[config.mk]
export PLATFORM = sky130hd
export DESIGN_NAME = lc3_front
export DESIGN_NICKNAME = d
export VERILOG_FILES = /design/src/lc3_pkg.sv /design/src/lc3_front.sv
export SDC_FILE = /design/constraint.sdc
export NUM_CORES = 1
export LEC_CHECK = 0
export BUFFER_PORTS_ARGS = -buffer_cell sky130_fd_sc_hd__buf_2
export CAP_MARGIN = 20
export CORE_AREA = 4 4 105 107
export DETAILED_ROUTE_END_ITERATION = 8
export DIE_AREA = 0 0 109 111
export GPL_TIMING_DRIVEN = 0
export HOLD_SLACK_MARGIN = 0.06
export PLACE_DENSITY_LB_ADDON = 0.2
export SYNTH_ARGS = -nofsm -noshare
export SYNTH_HDL_FRONTEND = slang
export SYNTH_SLANG_ARGS = --single-unit
export TNS_END_PERCENT = 1
[constraint.sdc]
create_clock -name clk -period 2.2 [get_ports clk]
set_input_delay 0.33 -clock clk [delete_from_list [all_inputs] [get_ports clk]]
set_output_delay 0.33 -clock clk [all_outputs]
set_load 0.02 [all_outputs]
[src/lc3_pkg.sv]
// Shared types, command and opcode codes for the LC-3 instruction step block.
// No dependencies; imported by every module of the block.
`default_nettype none
package lc3_pkg;

  localparam int ADDR_BITS = 16;

  localparam logic [1:0] CMD_STEP = 2'd0;
  localparam logic [1:0] CMD_MEM  = 2'd1;
  localparam logic [1:0] CMD_REG  = 2'd2;

  localparam logic [3:0] OP_BR   = 4'd0;
  localparam logic [3:0] OP_ADD  = 4'd1;
  localparam logic [3:0] OP_LD   = 4'd2;
  localparam logic [3:0] OP_ST   = 4'd3;
  localparam logic [3:0] OP_JSR  = 4'd4;
  localparam logic [3:0] OP_AND  = 4'd5;
  localparam logic [3:0] OP_LDR  = 4'd6;
  localparam logic [3:0] OP_STR  = 4'd7;
  localparam logic [3:0] OP_NOT  = 4'd9;
  localparam logic [3:0] OP_LDI  = 4'd10;
  localparam logic [3:0] OP_STI  = 4'd11;
  localparam logic [3:0] OP_JMP  = 4'd12;
  localparam logic [3:0] OP_LEA  = 4'd14;
  localparam logic [3:0] OP_TRAP = 4'd15;

  localparam logic [7:0] TRAP_HALT = 8'h25;
  localparam logic [7:0] TRAP_IN   = 8'h20;

  localparam logic [2:0] CC_NEG  = 3'd4;
  localparam logic [2:0] CC_ZERO = 3'd2;
  localparam logic [2:0] CC_POS  = 3'd1;

  typedef struct packed {
    logic [1:0]  cmd;
    logic [15:0] load_address;
    logic [15:0] load_data;
    logic [15:0] console_value;
  } in_item_t;

  typedef struct packed {
    logic [15:0] next_pc;
    logic [2:0]  cond_code;
    logic [15:0] executed_word;
    logic        halted;
  } out_item_t;

  // Queue entry: the item plus its class, settled at the front.
  typedef struct packed {
    in_item_t item;
    logic     is_step;
  } q_item_t;

  function automatic logic [2:0] cc_of(input logic [15:0] v);
    if (v == 16'd0) begin
      return CC_ZERO;
    end else if (v[15]) begin
      return CC_NEG;
    end else begin
      return CC_POS;
    end
  endfunction

endpackage
`default_nettype wire

[src/lc3_front.sv]
// Front end: accepts items, classifies them and holds them in a two-entry queue.
// Depends on lc3_pkg.
`default_nettype none
module lc3_front
  import lc3_pkg::*;
(
  input  wire logic     clk,
  input  wire logic     rst_n,
  input  wire logic     in_valid,
  output logic          in_ready,
  input  wire in_item_t in_data,
  output logic          q_valid,
  output q_item_t       q_data,
  input  wire logic     q_pop
);

  q_item_t    mem_r [2];
  logic       wr_ptr_r, rd_ptr_r;
  logic [1:0] count_r;
  logic       push;

  assign in_ready = (count_r != 2'd2);
  assign push     = in_valid && in_ready;
  assign q_valid  = (count_r != 2'd0);
  assign q_data   = mem_r[rd_ptr_r];

  always_ff @(posedge clk) begin
    if (push) begin
      mem_r[wr_ptr_r] <= '{item: in_data, is_step: (in_data.cmd == CMD_STEP)};
    end
  end

  always_ff @(posedge clk) begin
    if (!rst_n) begin
      wr_ptr_r <= 1'b0;
      rd_ptr_r <= 1'b0;
      count_r  <= 2'd0;
    end else begin
      if (push) begin
        wr_ptr_r <= ~wr_ptr_r;
      end
      if (q_pop) begin
        rd_ptr_r <= ~rd_ptr_r;
      end
      count_r <= count_r + 2'(push) - 2'(q_pop);
    end
  end

endmodule
`default_nettype wire

==> results of run 1 <==
==> registers in the layout (all words and copies together), names as in the netlist, named ones only <==
name      flops
rd_ptr_r      1
count_r       2
wr_ptr_r      1
mem_r       102
==> worst max-delay path, cell delays in order (launching register included) <==
cell and delay (ns):
dfxtp_1 0.31, buf_2 0.21, buf_6 0.19, mux2_2 0.35
buf_2 0.16
==> cell type report <==
cell class / instances / area [um2]
fillers: 892 / 5270
flip-flops and latches: 107 / 3160
multi-input cells: 73 / 738
repair buffers: 108 / 571
well taps: 136 / 170
clock buffers: 11 / 131
plain buffers: 6 / 61.3
clock inverters: 4 / 28.8
inverters: 2 / 7.51
==> power by group <==
| group | internal (mW) | total, mW | switching (mW) |
|---|---|---|---|
| Sequential | 2.43 | 2.47 | 0.0413 |
| Clock | 0.408 | 1.02 | 0.608 |
| Combinational | 0.305 | 0.745 | 0.440 |
| Total | 3.14 | 4.23 | 1.09 |
==> layer usage <==
layer  GRT usage, %  vias to the layer above  wire (um)
met5              0                        -          0
met4           4.29                        0         90
met3           3.15                        8        377
met2           19.6                       54       3500
met1           14.6                      996       2940
li1               -                      968          -
==> stage by stage <==
| step | worst slack, ns | instance area [um2] |
|---|---|---|
| 3_5_place_dp | 0.359 | 4710 |
| 2_1_floorplan | -0.00342 | 3970 |
| 5_1_grt | 0.186 | 4870 |
| 3_3_place_gp | -0.516 | 4670 |
| 6_report | 0.311 | 4870 |
| 4_1_cts | 0.256 | 4870 |
==> cell usage in the layout, fill, tap and decap left out, types with 2 or more instances in the layout <==
| master | instances |
|---|---|
| mux2_2 | 51 |
| nand2_1 | 2 |
| clkbuf_8 | 9 |
| clkbuf_1 | 2 |
| buf_6 | 5 |
| buf_2 | 107 |
| dfxtp_1 | 5 |
| nand3b_1 | 2 |
| and2_1 | 3 |
| buf_12 | 2 |
| clkinv_4 | 2 |
| edfxtp_1 | 102 |
==> cells by family after synthesis <==
family,share of synthesized area (%)
xor gates and xnor gates,0.441
AOI/OAI and AO/OA,1.14
adders and majority gates,0.315
muxes,14.7
DFF,79.7
and+or+nand+nor,1.95
buffers and inverters,1.73
==> how the worst min path moves through the flow <==
stage / from / to / cells after the start / slack (ns)
final: in_data[32] / mem_r[1][33] / 1 / 0.16
after global routing: in_data[31] / mem_r[0][32] / 1 / 0.13
after CTS: in_data[41] / mem_r[0][42] / 1 / 0.14
after detailed placement: in_data[41] / mem_r[1][42] / 1 / 0.52
after global placement: in_data[42] / mem_r[1][43] / 1 / 0.52
after floorplan: in_data[9] / mem_r[0][10] / 0 / 0.43
==> results.md, run 1 <==
* Synth unique cells at 24
* Final cycle utilization of the critical path at 85.9%
* Antenna cells at 0
* Die height at 111 um
* Synth Instances at 188
* Largest fanout on the critical path at 10
* WS Path Type: reg -> out
* Count of final hold-check violations at 0
* Top achievable clock speed at 529 MHz
* Number of placed I/O pins at 107
* EDFF count, synth at 102
* CTS tree: done
* R2R Path Start: count_r[0]
* FF-to-FF path depth at 3
* Worst reg-to-reg setup slack at 0.38 ns
* Hold slack final at 0.164 ns
* Row Count at 37
* Synth area leaders: edfxtp_1 (77%), mux2_2 (14%), dfxtp_1 (2.5%)
* Initial DRC Count at 60
* Nets at 362
* WL per Instance at 15.5 um
* Synthesis-stage register bit count at 107
* Grt ovf at 0
* Postcts setup bufs at 0
* Total power at 4.23 mW
* WL final at 6910 um
* # DRC at 0
* Clock root cell: clkbuf_8
* Worst Setup EP: q_data[6]
* Initial Util at 39.1%
* Worst Tran Pin Value at 0.622 ns
* Post-route setup TNS at 0 ns
* First-pass detailed-route iteration total at 4
* Routed via count at 2026
* Initial antenna violation count at 0
* CTS Buf Count at 9
* Number of nets with antenna violations after routing at 0
* Area delta synth->final at 22.7%
* Synth area leader: edfxtp_1
* Worst R2R End: mem_r[1][32]
* H-tree Lvls at 3
* Seq/Total Area, Yosys at 79.7%
* Hold Path Class: in -> reg
* Data arrival, critical path at 1.56 ns
* Critical Path Sink Type: output port
* Final core occ at 48.0%
* Slew Viols, Final at 0
* Ys async rst share at 0%
* CORE AREA at 10100 um2
* RePlAce Congestion at 0.728
* Die X at 109 um
* RSZ-0062 raised after global routing: no
* Minimum clock period at 1.89 ns
* Clock sinks at 107
* Clock transition at the registers of the reported paths at 0.10 ns
* CTS Hold Bufs at 0
* Clock buffer depth at 2
* CP startpoint kind: flip-flop
* Vias in the first global route at 2242
* Vias/cell at 4.53
* Clock latency on the worst-skew pair at 0.35 ns
* Total GRT Usage at 11.8%
* Max-cap viol count at 0
* Slew Limit Headroom at 58.5%
* Peak VDD IR at 0.439 mV
* Most common library cells after synthesis: edfxtp_1 (102), mux2_2 (51), buf_6 (5), dfxtp_1 (5), and2_1 (3)
* Syn Nets at 243
* Cell area after synthesis at 3970 um2
* Die area at 12100 um2
* Setup Viol. Count Final at 0
* Port bufs at 106
* Synth Flop Type: edfxtp_1
* Post-Layout Cell Count at 447
* Cts repair resizes at 0
* Share of layout cells above drive strength 1 at 58.5%
* DP Cell Count at 432
* Worst Path Required at 1.87 ns
* Ys Warns at 0
* Syn_area_per_cell at 21.1 um2
* Outcome: complete, no violations
* Largest net degree at the start of global routing at 29
* Leak pwr at 1.81 nW
* Most frequent cell after synthesis: edfxtp_1
* First-pass GRT wire length at 10900 um
* Dpl hpwl at 4790 um
* Power per cell area at 869 nW/um2
* Synth top area share at 77.2%
* Worst Skew at 0.0110 ns
(Power assumes the default switching activity.)
==> inputs of run 2 (changes only) <==
--- a/constraint.sdc
+++ b/constraint.sdc
@@ -3,2 +3,2 @@
 set_output_delay 0.33 -clock clk [all_outputs]
-set_load 0.02 [all_outputs]
+set_load 0.1 [all_outputs]
==> results.md, run 2 (synthesis gave the netlist of run 1 again) <==
* Outcome: complete, no violations
* Seq pwr share at 48.5% (-9.9 points)
* Largest register FFs at 102 (unchanged)
* R2R Path Start: count_r[1]
* Number of placed I/O pins at 107 (unchanged)
* DP Cell Count at 432 (unchanged)
* FF-to-FF path depth at 4 (+1)
* Worst Path Required at 1.87 ns (about the same)
* Count of final hold-check violations at 0 (unchanged)
* Commonest cells after routing, fill and taps aside: buf_2 (107), edfxtp_1 (102), mux2_2 (51)
* Initial Util at 39.1% (unchanged)
* Port bufs at 106 (unchanged)
* Grt ovf at 0 (unchanged)
* CP startpoint kind: flip-flop
* RePlAce Congestion at 0.700 (-3.9%)
* Final core occ at 48.2% (+0.20 points)
* Postcts setup bufs at 0 (unchanged)
* Row Count at 37 (unchanged)
* Setup Viol. Count Final at 0 (unchanged)
* Worst path max stage delay at 0.35 ns (about the same)
* CORE AREA at 10100 um2 (unchanged)
* Largest regs: mem_r x102, count_r x2
* Logic pwr share at 31.0% (+13 points)
* RSZ-0062 raised after global routing: no
* Area delta synth->final at 23.2%
* Post-Layout Cell Count at 448 (+0.22%)
* Worst Tran Pin Value at 0.638 ns (+0.0154 ns)
* Die area at 12100 um2 (unchanged)
* Sw Pwr at 1.95 mW (+79%)
* Hold slack final at 0.158 ns (-0.00624 ns)
* Critical Path Sink Type: output port
* Vias in the first global route at 2262 (+0.89%)
* Antenna cells at 0 (unchanged)
* Slowest CP cell: mux2_2
* Die X at 109 um (unchanged)
* Total GRT Usage at 11.9% (+0.13 points)
* Worst R2R End: mem_r[0][17]
* Max-cap viol count at 0 (unchanged)
* First-pass GRT wire length at 11000 um (+0.63%)
* Initial DRC Count at 64 (+6.7%)
* Clock latency on the worst-skew pair at 0.35 ns (about the same)
* HP Start: in_data[21]
* Slew Limit Headroom at 57.5% (-1.0 points)
* Switching share of total power at 38.3% (+13 points)
* Share of layout cells above drive strength 1 at 59.3% (+0.77 points)
* First-pass detailed-route iteration total at 4 (unchanged)
* CTS Hold Bufs at 0 (unchanged)
* Die height at 111 um (unchanged)
* WL final at 6990 um (+1.2%)
* Crit-path most repeated cell: buf_2
* Minimum clock period at 2.02 ns (+0.133 ns)
* Internal power at 3.15 mW (+0.29%)
* Peak VDD IR at 0.506 mV (+15%)
* Clock sinks at 107 (unchanged)
* CP cell instances: buf_2 -> buf_6 -> mux2_2 -> buf_2
* Most common cell after layout, fill and taps aside: buf_2
* Clock share of power at 20.6% (-3.4 points)
* H-tree Lvls at 3 (unchanged)
* # DRC at 0 (unchanged)
* Data arrival, critical path at 1.69 ns (+0.13 ns)
* Worst reg-to-reg setup slack at 0.33 ns (-0.05 ns)
* Largest fanout on the critical path at 10 (unchanged)
* Routed via count at 2049 (+1.1%)
* Vias/cell at 4.57 (+0.91%)
* Clock transition at the registers of the reported paths at 0.10 ns (about the same)
* Worst Skew at 0.00927 ns (-0.00173 ns)
* Leak pwr at 1.82 nW (about the same)
* Worst hold stages at 1 (unchanged)
* Largest net degree at the start of global routing at 28 (-3.4%)
* Dpl hpwl at 4610 um (-3.8%)
* CTS Buf Count at 9 (unchanged)
* Final cycle utilization of the critical path at 91.9% (+6.0 points)
* WS Path Type: reg -> out
* Slew Viols, Final at 0 (unchanged)
* Largest reg by FF count: mem_r
* Cts repair resizes at 0 (unchanged)
* Number of nets with antenna violations after routing at 0 (unchanged)
* Clock root cell: clkbuf_8
* Initial antenna violation count at 1 (+1)
* Post-route setup TNS at 0 ns (unchanged)
* Worst Hold End: mem_r[0][22]
* Clock buffer depth at 2 (unchanged)
* WL per Instance at 15.6 um (+0.99%)
* Power per cell area at 1040 nW/um2 (+20%)
* Nets at 362 (unchanged)
* Top achievable clock speed at 495 MHz (-6.6%)
* Hold Path Class: in -> reg
* CTS tree: done
==> run 2: cell type report <==
| type | count | area (um2) |
|---|---|---|
| fillers | 890 | 5250 |
| flip-flops and latches | 107 | 3160 |
| multi-input cells | 73 | 746 |
| repair buffers | 108 | 571 |
| well taps | 136 | 170 |
| clock buffers | 10 | 128 |
| plain buffers | 6 | 61.3 |
| clock inverters | 6 | 41.3 |
| inverters | 2 | 11.3 |
==> run 2: layer usage <==
| layer | track usage [%] | wire [um] | up-vias |
|---|---|---|---|
| li1 | - | - | 970 |
| met1 | 14.3 | 2910 | 1005 |
| met2 | 19.7 | 3520 | 62 |
| met3 | 3.67 | 463 | 10 |
| met4 | 4.80 | 86 | 2 |
| met5 | 0 | 10 | - |
==> run 2: through the flow <==
| stage | setup WS (ns) | instance area [um2] | power (mW) |
|---|---|---|---|
| 3_3_place_gp | -0.127 | 4680 | 4.09 |
| 5_1_grt | 0.0587 | 4890 | 5.34 |
| 6_report | 0.178 | 4890 | 5.11 |
| 2_1_floorplan | 0.184 | 3980 | 3.85 |
| 4_1_cts | 0.123 | 4890 | 5.18 |
| 3_5_place_dp | 0.281 | 4720 | 4.12 |
==> run 2: how the worst max path moves through the flow <==
stage,start,to,slack (ns)
3_5_place_dp,count_r[1],mem_r[0][35],0.28
3_3_place_gp,count_r[1],mem_r[0][10],-0.13
2_1_floorplan,count_r[1],mem_r[0][0],0.18
5_1_grt,flip-flop,q_data[14],0.06
4_1_cts,flip-flop,q_data[22],0.12
6_report,flip-flop,q_data[22],0.18
==> run 2: worst max-delay path: cells and delay by family (launching register included) <==
family | cells | cell delay [ns]
flops | 1 | 0.31
buf+inv | 3 | 0.68
mux | 1 | 0.35
==> run 2: power groups by stage <==
stage / sequential [mW] / clock, mW / combinational [mW]
floorplan: 2.51 / 0 / 1.33
global placement: 2.52 / 0 / 1.57
detailed placement: 2.52 / 0 / 1.60
CTS: 2.48 / 1.10 / 1.60
global route: 2.49 / 1.20 / 1.64
finish: 2.47 / 1.05 / 1.58
